$ cat src/hw/rtl/srctok_pkg.sv
package srctok_pkg;

  typedef enum logic [2:0] {
    MODE_IDLE     = 3'd0,
    MODE_OPER     = 3'd1,
    MODE_IDENT    = 3'd2,
    MODE_STRING   = 3'd3,
    MODE_NUM_INT  = 3'd4,
    MODE_NUM_DOT  = 3'd5,
    MODE_NUM_FRAC = 3'd6
  } mode_e;

  localparam logic [5:0] KIND_OP_BASE = 6'd11;
  localparam logic [5:0] KIND_IDENT   = 6'd19;
  localparam logic [5:0] KIND_STRING  = 6'd20;
  localparam logic [5:0] KIND_NUMBER  = 6'd21;
  localparam logic [5:0] KIND_KW_BASE = 6'd22;
  localparam logic [5:0] KIND_EOF     = 6'd38;
  localparam logic [5:0] KIND_ERROR   = 6'd39;

  localparam int KwSlots = 6;

  typedef struct packed {
    logic [5:0]  kind;
    logic [15:0] line;
    logic [31:0] start;
    logic [15:0] len;
    logic [31:0] value;
    logic        frac;
    logic        last;
  } token_t;

  typedef struct packed {
    logic        valid;
    logic [1:0]  count;
    token_t [2:0] tok;
  } group_t;

  function automatic logic [4:0] punct_index(input logic [7:0] b);
    logic [4:0] r;
    r = 5'd31;
    case (b)
      8'h28: r = 5'd0;
      8'h29: r = 5'd1;
      8'h7B: r = 5'd2;
      8'h7D: r = 5'd3;
      8'h2C: r = 5'd4;
      8'h2E: r = 5'd5;
      8'h2D: r = 5'd6;
      8'h2B: r = 5'd7;
      8'h3B: r = 5'd8;
      8'h2F: r = 5'd9;
      8'h2A: r = 5'd10;
      default: r = 5'd31;
    endcase
    return r;
  endfunction

  function automatic logic is_letter(input logic [7:0] b);
    return (b >= 8'h61 && b <= 8'h7A) || (b >= 8'h41 && b <= 8'h5A);
  endfunction

  function automatic logic is_digit(input logic [7:0] b);
    return b >= 8'h30 && b <= 8'h39;
  endfunction

  function automatic logic [47:0] kw_text(input logic [3:0] k);
    logic [47:0] t;
    case (k)
      4'd0:  t = {"and", 24'h0};
      4'd1:  t = {"class", 8'h0};
      4'd2:  t = {"def", 24'h0};
      4'd3:  t = {"else", 16'h0};
      4'd4:  t = {"false", 8'h0};
      4'd5:  t = {"for", 24'h0};
      4'd6:  t = {"if", 32'h0};
      4'd7:  t = {"nil", 24'h0};
      4'd8:  t = {"or", 32'h0};
      4'd9:  t = {"print", 8'h0};
      4'd10: t = "return";
      4'd11: t = {"super", 8'h0};
      4'd12: t = {"this", 16'h0};
      4'd13: t = {"true", 16'h0};
      4'd14: t = {"var", 24'h0};
      default: t = {"while", 8'h0};
    endcase
    return t;
  endfunction

  function automatic logic [2:0] kw_len(input logic [3:0] k);
    logic [2:0] l;
    case (k)
      4'd0, 4'd2, 4'd5, 4'd7, 4'd14: l = 3'd3;
      4'd1, 4'd4, 4'd9, 4'd11, 4'd15: l = 3'd5;
      4'd3, 4'd12, 4'd13: l = 3'd4;
      4'd6, 4'd8: l = 3'd2;
      default: l = 3'd6;
    endcase
    return l;
  endfunction

endpackage

$ cat src/hw/rtl/srctok_front.sv
module srctok_front #(
  parameter int KEYWORD_MAX_LEN = 6,
  parameter int LINE_BITS       = 16
) (
  input  logic                 clk_i,
  input  logic                 rst_ni,
  input  logic                 push_i,
  input  logic [7:0]           source_byte_i,
  input  logic                 final_byte_i,
  output srctok_pkg::group_t   group_o
);

  localparam logic [LINE_BITS-1:0] LineTop = {LINE_BITS{1'b1}};

  srctok_pkg::mode_e mode_q, mode_d;
  logic [1:0]  pop_q, pop_d;
  logic [31:0] pos_q, pos_d, start_q, start_d;
  logic [LINE_BITS-1:0] line_q, line_d;
  logic [7:0]  pfx_q [KEYWORD_MAX_LEN];
  logic [7:0]  pfx_d [KEYWORD_MAX_LEN];
  logic [15:0] len_q, len_d;
  logic [31:0] acc_q, acc_d;
  logic        frac_q, frac_d;
  srctok_pkg::group_t grp_d;

  function automatic logic [31:0] add_digit(input logic [31:0] a, input logic [7:0] b);
    logic [35:0] v;
    v = {4'd0, a} * 36'd10 + {32'd0, b[3:0]};
    return (v[35:32] != 4'd0) ? 32'hFFFF_FFFF : v[31:0];
  endfunction

  always_comb begin
    logic taken;
    logic [4:0] pi;
    logic [3:0] kidx;
    logic kw_hit;
    logic [47:0] kt;
    logic match;
    logic [1:0] n;
    srctok_pkg::token_t t;
    logic [5:0] wkind;

    mode_d = mode_q;
    pop_d = pop_q;
    pos_d = pos_q;
    start_d = start_q;
    line_d = line_q;
    pfx_d = pfx_q;
    len_d = len_q;
    acc_d = acc_q;
    frac_d = frac_q;
    grp_d = '0;
    n = 2'd0;
    taken = 1'b0;
    t = '0;
    pi = 5'd0;

    kw_hit = 1'b0;
    kidx = 4'd0;
    for (int k = 0; k < 16; k++) begin
      kt = srctok_pkg::kw_text(4'(k));
      match = (len_q == 16'(srctok_pkg::kw_len(4'(k))));
      for (int j = 0; j < srctok_pkg::KwSlots; j++) begin
        if (j < int'(srctok_pkg::kw_len(4'(k))) && j < KEYWORD_MAX_LEN) begin
          if (pfx_q[j] != kt[47-8*j -: 8]) match = 1'b0;
        end
      end
      if (match && !kw_hit) begin
        kw_hit = 1'b1;
        kidx = 4'(k);
      end
    end
    wkind = kw_hit ? srctok_pkg::KIND_KW_BASE + {2'b0, kidx} : srctok_pkg::KIND_IDENT;

    if (push_i) begin
      case (mode_q)
        srctok_pkg::MODE_OPER: begin
          mode_d = srctok_pkg::MODE_IDLE;
          t.kind = srctok_pkg::KIND_OP_BASE + {3'd0, pop_q, 1'b0};
          t.start = start_q;
          t.len = 16'd1;
          if (source_byte_i == 8'h3D) begin
            t.kind = t.kind + 6'd1;
            t.len = 16'd2;
            taken = 1'b1;
          end
          t.line = 16'(line_q);
          grp_d.tok[n] = t; n = n + 2'd1;
        end
        srctok_pkg::MODE_IDENT: begin
          if (srctok_pkg::is_letter(source_byte_i) || source_byte_i == 8'h5F) begin
            taken = 1'b1;
            for (int j = 0; j < KEYWORD_MAX_LEN; j++)
              if (len_q == 16'(j)) pfx_d[j] = source_byte_i;
            if (len_q != 16'hFFFF) len_d = len_q + 16'd1;
          end else begin
            mode_d = srctok_pkg::MODE_IDLE;
            t.kind = wkind; t.start = start_q; t.len = len_q; t.line = 16'(line_q);
            grp_d.tok[n] = t; n = n + 2'd1;
          end
        end
        srctok_pkg::MODE_STRING: begin
          taken = 1'b1;
          if (len_q != 16'hFFFF) len_d = len_q + 16'd1;
          if (source_byte_i == 8'h22) begin
            mode_d = srctok_pkg::MODE_IDLE;
            t.kind = srctok_pkg::KIND_STRING; t.start = start_q; t.len = len_d;
            t.line = 16'(line_q);
            grp_d.tok[n] = t; n = n + 2'd1;
          end else if (source_byte_i == 8'h0A) begin
            if (line_q != LineTop) line_d = line_q + 1'b1;
          end
        end
        srctok_pkg::MODE_NUM_INT, srctok_pkg::MODE_NUM_DOT, srctok_pkg::MODE_NUM_FRAC: begin
          if (srctok_pkg::is_digit(source_byte_i)) begin
            taken = 1'b1;
            if (len_q != 16'hFFFF) len_d = len_q + 16'd1;
            if (mode_q == srctok_pkg::MODE_NUM_INT) acc_d = add_digit(acc_q, source_byte_i);
            else begin
              mode_d = srctok_pkg::MODE_NUM_FRAC;
              frac_d = 1'b1;
            end
          end else if (source_byte_i == 8'h2E && mode_q == srctok_pkg::MODE_NUM_INT) begin
            taken = 1'b1;
            mode_d = srctok_pkg::MODE_NUM_DOT;
            if (len_q != 16'hFFFF) len_d = len_q + 16'd1;
          end else begin
            mode_d = srctok_pkg::MODE_IDLE;
            t.kind = srctok_pkg::KIND_NUMBER; t.start = start_q; t.len = len_q;
            t.value = acc_q; t.frac = frac_q; t.line = 16'(line_q);
            grp_d.tok[n] = t; n = n + 2'd1;
          end
        end
        default: mode_d = srctok_pkg::MODE_IDLE;
      endcase

      if (!taken) begin
        pi = srctok_pkg::punct_index(source_byte_i);
        t = '0;
        t.start = pos_q;
        t.len = 16'd1;
        if (pi != 5'd31) begin
          t.kind = {1'b0, pi}; t.line = 16'(line_q);
          grp_d.tok[n] = t; n = n + 2'd1;
        end else if (source_byte_i == 8'h21 || source_byte_i == 8'h3D ||
                     source_byte_i == 8'h3E || source_byte_i == 8'h3C) begin
          mode_d = srctok_pkg::MODE_OPER; start_d = pos_q; len_d = 16'd1;
          acc_d = '0; frac_d = 1'b0;
          pop_d = (source_byte_i == 8'h21) ? 2'd0 : (source_byte_i == 8'h3D) ? 2'd1 :
                  (source_byte_i == 8'h3E) ? 2'd2 : 2'd3;
        end else if (source_byte_i == 8'h20 || source_byte_i == 8'h09 ||
                     source_byte_i == 8'h0D) begin
        end else if (source_byte_i == 8'h0A) begin
          if (line_q != LineTop) line_d = line_q + 1'b1;
        end else if (source_byte_i == 8'h22) begin
          mode_d = srctok_pkg::MODE_STRING; start_d = pos_q; len_d = 16'd1;
          acc_d = '0; frac_d = 1'b0;
        end else if (srctok_pkg::is_digit(source_byte_i)) begin
          mode_d = srctok_pkg::MODE_NUM_INT; start_d = pos_q; len_d = 16'd1;
          acc_d = {28'd0, source_byte_i[3:0]}; frac_d = 1'b0;
        end else if (srctok_pkg::is_letter(source_byte_i)) begin
          mode_d = srctok_pkg::MODE_IDENT; start_d = pos_q; len_d = 16'd1;
          acc_d = '0; frac_d = 1'b0;
          pfx_d[0] = source_byte_i;
        end else begin
          t.kind = srctok_pkg::KIND_ERROR; t.line = 16'(line_q);
          grp_d.tok[n] = t; n = n + 2'd1;
        end
      end

      if (pos_q != 32'hFFFF_FFFF) pos_d = pos_q + 32'd1;

      if (final_byte_i) begin
        t = '0;
        t.start = start_d; t.len = len_d; t.line = 16'(line_d);
        case (mode_d)
          srctok_pkg::MODE_OPER: begin
            t.kind = srctok_pkg::KIND_OP_BASE + {3'd0, pop_d, 1'b0};
            grp_d.tok[n] = t; n = n + 2'd1;
          end
          srctok_pkg::MODE_IDENT: begin
            t.kind = (mode_q == srctok_pkg::MODE_IDENT) ? wkind : srctok_pkg::KIND_IDENT;
            if (mode_q == srctok_pkg::MODE_IDENT && taken) begin
              t.kind = srctok_pkg::KIND_IDENT;
              kw_hit = 1'b0;
              for (int k = 0; k < 16; k++) begin
                kt = srctok_pkg::kw_text(4'(k));
                match = (len_d == 16'(srctok_pkg::kw_len(4'(k))));
                for (int j = 0; j < srctok_pkg::KwSlots; j++)
                  if (j < int'(srctok_pkg::kw_len(4'(k))) && j < KEYWORD_MAX_LEN)
                    if (pfx_d[j] != kt[47-8*j -: 8]) match = 1'b0;
                if (match && !kw_hit) begin
                  kw_hit = 1'b1;
                  t.kind = srctok_pkg::KIND_KW_BASE + 6'(k);
                end
              end
            end else if (mode_q != srctok_pkg::MODE_IDENT) begin
              t.kind = srctok_pkg::KIND_IDENT;
              for (int k = 0; k < 16; k++) begin
                kt = srctok_pkg::kw_text(4'(k));
                if (srctok_pkg::kw_len(4'(k)) == 3'd1 && pfx_d[0] == kt[47:40])
                  t.kind = srctok_pkg::KIND_KW_BASE + 6'(k);
              end
            end
            grp_d.tok[n] = t; n = n + 2'd1;
          end
          srctok_pkg::MODE_NUM_INT, srctok_pkg::MODE_NUM_DOT,
          srctok_pkg::MODE_NUM_FRAC: begin
            t.kind = srctok_pkg::KIND_NUMBER; t.value = acc_d; t.frac = frac_d;
            grp_d.tok[n] = t; n = n + 2'd1;
          end
          default: ;
        endcase
        t = '0;
        t.kind = srctok_pkg::KIND_EOF; t.start = pos_d; t.line = 16'(line_d);
        grp_d.tok[n] = t; n = n + 2'd1;
        mode_d = srctok_pkg::MODE_IDLE;
        pop_d = '0; pos_d = '0; start_d = '0;
        line_d = LINE_BITS'(1);
        for (int j = 0; j < KEYWORD_MAX_LEN; j++) pfx_d[j] = '0;
        len_d = '0; acc_d = '0; frac_d = 1'b0;
      end

      if (n != 2'd0) begin
        grp_d.valid = 1'b1;
        grp_d.tok[n - 2'd1].last = 1'b1;
      end
      grp_d.count = n;
    end
  end

  always_ff @(posedge clk_i or negedge rst_ni) begin
    if (!rst_ni) begin
      mode_q <= srctok_pkg::MODE_IDLE;
      pop_q <= '0;
      pos_q <= '0;
      start_q <= '0;
      line_q <= LINE_BITS'(1);
      for (int j = 0; j < KEYWORD_MAX_LEN; j++) pfx_q[j] <= '0;
      len_q <= '0;
      acc_q <= '0;
      frac_q <= 1'b0;
      group_o <= '0;
    end else begin
      mode_q <= mode_d;
      pop_q <= pop_d;
      pos_q <= pos_d;
      start_q <= start_d;
      line_q <= line_d;
      pfx_q <= pfx_d;
      len_q <= len_d;
      acc_q <= acc_d;
      frac_q <= frac_d;
      group_o <= grp_d;
    end
  end

endmodule

$ cat src/hw/rtl/srctok_back.sv
module srctok_back (
  input  logic               clk_i,
  input  logic               rst_ni,
  input  srctok_pkg::group_t group_i,
  output logic [1:0]         free_o,
  input  logic               pop_i,
  output logic               empty_o,
  output srctok_pkg::token_t tok_o
);

  localparam int Depth = 8;

  srctok_pkg::token_t mem_q [Depth];
  logic [2:0] wr_q, rd_q;
  logic [3:0] cnt_q;
  logic       deq;

  assign empty_o = (cnt_q == 4'd0);
  assign deq = pop_i && !empty_o;
  assign tok_o = mem_q[rd_q];
  assign free_o = (cnt_q <= 4'd2) ? 2'd3 : 2'd0;

  always_ff @(posedge clk_i) begin
    if (group_i.valid) begin
      for (int i = 0; i < 3; i++)
        if (2'(i) < group_i.count) mem_q[wr_q + 3'(i)] <= group_i.tok[i];
    end
  end

  always_ff @(posedge clk_i or negedge rst_ni) begin
    if (!rst_ni) begin
      wr_q <= '0;
      rd_q <= '0;
      cnt_q <= '0;
    end else begin
      if (group_i.valid) wr_q <= wr_q + 3'(group_i.count);
      if (deq) rd_q <= rd_q + 3'd1;
      cnt_q <= cnt_q + (group_i.valid ? 4'(group_i.count) : 4'd0) - 4'(deq);
    end
  end

endmodule

$ cat src/hw/rtl/source_tokenizer.sv
// source_tokenizer: streaming byte scanner producing tokens.
// Input queue side: drive source_byte_i / final_byte_i with push; a
// transaction happens on a clock edge with push high and full low.
// Result queue side: while empty is low the oldest token is on the
// result ports; pop takes it.
// Throughput: one byte per cycle while the receiver keeps up. Each byte
// makes zero to three tokens (a flushed pending token, a fresh one, and
// EOF on the final byte).
// A token emitted by a byte passes the classify register, then the result
// queue, before it shows on the result ports and can be popped.
// The front stage registers each byte's token group; the back stage is
// an eight-entry token queue. full rises once more than two tokens wait,
// leaving room for the group in flight and the next one, so a stalled
// receiver throttles input with no token lost.
// Reset clears scanner state (line 1, offset 0) and empties the queue.
// The final byte resets scanner state after EOF so a new source may
// follow directly.
module source_tokenizer #(
  parameter int KEYWORD_MAX_LEN = 6,
  parameter int LINE_BITS       = 16
) (
  input  logic        clk_i,
  input  logic        rst_ni,
  input  logic        push,
  output logic        full,
  input  logic [7:0]  source_byte_i,
  input  logic        final_byte_i,
  output logic        empty,
  input  logic        pop,
  output logic [5:0]  token_kind_o,
  output logic [15:0] line_number_o,
  output logic [31:0] start_offset_o,
  output logic [15:0] lexeme_length_o,
  output logic [31:0] number_value_o,
  output logic        has_fraction_o,
  output logic        run_last_o
);

  srctok_pkg::group_t grp;
  srctok_pkg::token_t tok;
  logic [1:0] free;
  logic       acc;

  assign full = (free == 2'd0) || (grp.valid && grp.count > 2'd0 && free != 2'd3);
  assign acc = push && !full;

  srctok_front #(
    .KEYWORD_MAX_LEN(KEYWORD_MAX_LEN),
    .LINE_BITS(LINE_BITS)
  ) u_front (
    .clk_i(clk_i),
    .rst_ni(rst_ni),
    .push_i(acc),
    .source_byte_i(source_byte_i),
    .final_byte_i(final_byte_i),
    .group_o(grp)
  );

  srctok_back u_back (
    .clk_i(clk_i),
    .rst_ni(rst_ni),
    .group_i(grp),
    .free_o(free),
    .pop_i(pop),
    .empty_o(empty),
    .tok_o(tok)
  );

  assign token_kind_o = tok.kind;
  assign line_number_o = tok.line;
  assign start_offset_o = tok.start;
  assign lexeme_length_o = tok.len;
  assign number_value_o = tok.value;
  assign has_fraction_o = tok.frac;
  assign run_last_o = tok.last;

endmodule

$ cat config.mk
export PLATFORM = sky130hd
export DESIGN_NAME = source_tokenizer
export DESIGN_NICKNAME = d
export VERILOG_FILES = /design/src/hw/rtl/srctok_pkg.sv /design/src/hw/rtl/srctok_front.sv /design/src/hw/rtl/srctok_back.sv /design/src/hw/rtl/source_tokenizer.sv
export SDC_FILE = /design/constraint.sdc
export NUM_CORES = 2
export LEC_CHECK = 0
export BUFFER_PORTS_ARGS = -buffer_cell sky130_fd_sc_hd__buf_2
export CELL_PAD_IN_SITES_DETAIL_PLACEMENT = 1
export CELL_PAD_IN_SITES_GLOBAL_PLACEMENT = 1
export CORE_MARGIN = 2
export CORE_UTILIZATION = 40
export DETAILED_ROUTE_END_ITERATION = 16
export PLACE_DENSITY = 0.73
export SYNTH_ARGS = -nofsm -noshare
export SYNTH_HDL_FRONTEND = slang
export SYNTH_SLANG_ARGS = --single-unit
$ cat constraint.sdc
create_clock -name clk_i -period 10.9 [get_ports clk_i]
set_clock_uncertainty 0.05 [all_clocks]
set_input_delay 2.18 -clock clk_i [delete_from_list [all_inputs] [get_ports clk_i]]
set_output_delay 2.18 -clock clk_i [all_outputs]
set_load 0.005 [all_outputs]
==> flow_metrics.py <==
metrics = {
    "place": {
        "detailed_place_hpwl_um": 186000,
        "dp_slack_ps": 2160,
        "place_congestion": 0.971,
        "port_buffers": 118,
    },
    "logic_synthesis": {
        "synth-seq-area-share_pct": 46.8,
        "avgSynthCellArea_um2": 10.0,
        "synth.top_cell.area_share_pct": 31.1,
        "synth_fp_nets": 8149,
        "synth-simple-area-share_pct": 13.1,
        "synth_area_leaders": "edfxtp_1 (31%), dfrtp_1 (16%), mux2i_1 (11%)",
        "synth_most_common_cell": "nand2_1",
        "yosysUniqueCellTypes": 115,
        "synth_mux_area_share_pct": 18.4,
        "synth_ff_type": "edfxtp_1",
        "synth-compound-area-share_pct": 14.1,
        "synth_top_family_by_area": "multiplexers",
        "synthTopCellsByCount": "nand2_1 (899), mux2i_1 (877), nor2_1 (850)",
        "synth-adder-area-share_pct": 1.53,
        "synth_largest_area_cell": "edfxtp_1",
        "syn_inst": 8040,
        "synthArstFlopShare_pct": 37.9,
        "synth_xor_area_share_pct": 1.24,
        "yosysWarnings": 0,
        "ys_seq_elements": 1339,
        "syn-cell-area_mm2": 0.0804,
        "synth_edf_count": 832,
    },
    "timing": {
        "period_needed_ps": 8080,
        "finalSetupViolations": 0,
        "setup_tns_ps": 0,
        "slew_headroom_pct": 2.86,
        "hold_viol_final": 0,
        "rsz0062_at_grt": "false",
        "timing.fmax_mhz": 124,
        "worst_slew_pin_slew_ps": 1440,
        "layout_setup_ws_ps": 2820,
        "layout_worst_path_cycle_share_pct": 74.2,
        "drv_slew": 0,
    },
    "final_layout": {
        "syn_to_final_growth_pct": 8.56,
        "drive_gt1_share_pct": 11.9,
        "num-nets-final": 7640,
    },
    "worst_setup_path": {
        "worstPathArrival_ps": 8710,
        "cp_num_buf_inv": 6,
        "cp_top_family": "simple AND/OR/NAND/NOR gates",
        "path_class": "in2reg",
        "start_kind": "input pin",
        "cpMaxStageDelayCell": "nor4_2",
        "cp_slowest_stage_delay_ps": 780,
        "crit_fanout": 32,
        "setup.worst_path.end_class": "register",
        "crit_chain": "buf_2 > nand4b_1 > o32ai_4 > nor2_1 > nor4_2 > inv_2 > ha_1 > and3_1 > o21ai_1 > ha_1 > nor2_1 > a21o_1 > ha_1 > buf_4 > inv_1 > nand3_1 > nor2_1 > buf_4 > nand3_1 > buf_4 > nor2_1",
        "critical_path.most_common_cell": "nor2_1",
        "required_ps": 11520,
    },
    "drt": {
        "avgViaCountPerCell": 6.44,
        "wirelength_um": 309000,
        "drc": 0,
        "vias": 66539,
        "firstDrtPassIters": 6,
        "ant_nets": 0,
        "wire_per_inst_um": 29.9,
        "first_iter_violations": 7050,
    },
    "global_routing": {
        "grt_pass1_wl_um": 457000,
        "grt_usage_pct": 29.5,
        "overflow": 0,
        "grt_pass1_vias": 69051,
        "antenna_found_initial": 5,
        "grt_max_degree": 141,
    },
    "cts": {
        "cts_root_buf": "clkbuf_16",
        "ctsHoldBuffers": 0,
        "h-tree-depth": 4,
        "cts_setup_buffers": 0,
        "cts_buffer_depth": 3,
        "clkLatencyLatePin_ps": 830,
        "cts_tree": "built",
        "cts-resized-gates": 0,
        "path_clk_slew_ps": 60,
        "clock_sinks": 1339,
        "cts_inserted_buffers": 157,
    },
    "power_and_ir_drop": {
        "p_per_area_mw_per_mm2": 186,
        "p_leak_nw": 31.3,
        "ir_worst_vdd_v": 0.000222,
    },
    "die": {
        "die_x_um": 452,
        "design.core.area_mm2": 0.200,
        "initial_core_util_pct": 40.3,
        "die_area_mm2": 0.205,
        "rows": 164,
        "io_pins": 119,
        "die_h_um": 452,
    },
    "worst_hold_path": {
        "min_path_type": "reg2reg",
    },
    "run": {
        "drv_cap": 0,
    },
    "status": {
        "status": "completed",
    },
}
[layout make-up]
type                            count  area, um2
Antenna cell                        5       12.5
Clock buffer                      239       4610
Clock inverter                     54        463
Fill cell                       21848     113000
Inverter                           66        248
Multi-Input combinational cell   5708      39200
Sequential cell                  1339      37700
Tap cell                         2656       3320
Timing Repair Buffer              259       1820
[final timing paths]
kind	end	start	slack (ps)	cells after the start
worst max-delay path	u_front.group_o[225]	source_byte_i[0]	2820	21
min in group asynchronous	u_front.group_o[253]	rst_ni	1300	1
worst min-delay path	u_front.pfx_q[23]	u_front.pfx_q[23]	430	1
worst max register to register	u_front.group_o[225]	u_front.mode_q[2]	4080	20
worst min register to register	u_front.pfx_q[23]	u_front.pfx_q[23]	430	1
max in group asynchronous	u_front.group_o[214]	rst_ni	7320	3
[sequential cells by signal, summed over array words and instances, names as in the netlist]
| signal | count |
|---|---|
| u_front.frac_q | 1 |
| u_front.group_o | 315 |
| u_front.start_q | 32 |
| u_front.len_q | 16 |
| u_back.wr_q | 3 |
| u_back.cnt_q | 4 |
| u_front.mode_q | 3 |
| u_back.mem_q | 832 |
| u_front.line_q | 16 |
| u_back.rd_q | 3 |
| u_front.pfx_q | 48 |
| u_front.acc_q | 32 |
| u_front.pos_q | 32 |
| u_front.pop_q | 2 |
[kinds of logic (layout without fill, tap and decap cells)]
group                    count (synthesis)  count (layout)
AO/OA/AOI/OAI                         1918            1918
AND/OR/NAND/NOR                       2379            2379
other                                    0               5
multiplexers                          1201            1201
flip-flops                            1339            1339
buffers and inverters                  993             618
XOR/XNOR                               114             114
adder cells (fa/ha/maj)                 96              96
[stage by stage]
| step | instances | cell area, um2 | hold WS [ps] | total power, mW | util (%) |
|---|---|---|---|---|---|
| 4_1_cts | 10321 | 87300 | 436 | 16.2 | 43.7 |
| 5_1_grt | 10322 | 87300 | 469 | 16.7 | 43.7 |
| 2_1_floorplan | 8040 | 80400 | 395 | 8.95 | - |
| 3_5_place_dp | 10028 | 82200 | 420 | 10.9 | 41.2 |
| 6_report | 10326 | 87300 | 434 | 16.2 | 43.7 |
| 3_3_place_gp | 10028 | 82200 | 418 | 10.8 | 41.2 |
[metal layers]
metal	vias up	global-route usage (%)	routed length (um)
met5	-	0.210	73
met4	4	11.8	12800
met1	34331	38.8	125000
li1	28276	-	-
met3	718	5.25	25700
met2	3210	48.2	145000
[power by group]
group / internal [mW] / total, mW / switching, mW
registers: 5.61 / 6.09 / 0.477
logic: 1.78 / 4.86 / 3.08
clock network: 3.00 / 5.29 / 2.28
total: 10.4 / 16.2 / 5.84
[placed cells by master, fill, tap and decap left out, drive strengths merged, types with 59 or more instances in the layout]
cell type,n
dfrtp,506
mux4,208
a22oi,76
a211oi,59
edfxtp,832
mux2,115
clkbuf,239
inv,73
nor2,853
ha,92
o22ai,60
nand2,900
buf,259
mux2i,878
a21oi,630
o21ai,723
nand3,116
nor3,116
(Power assumes the default switching activity.)
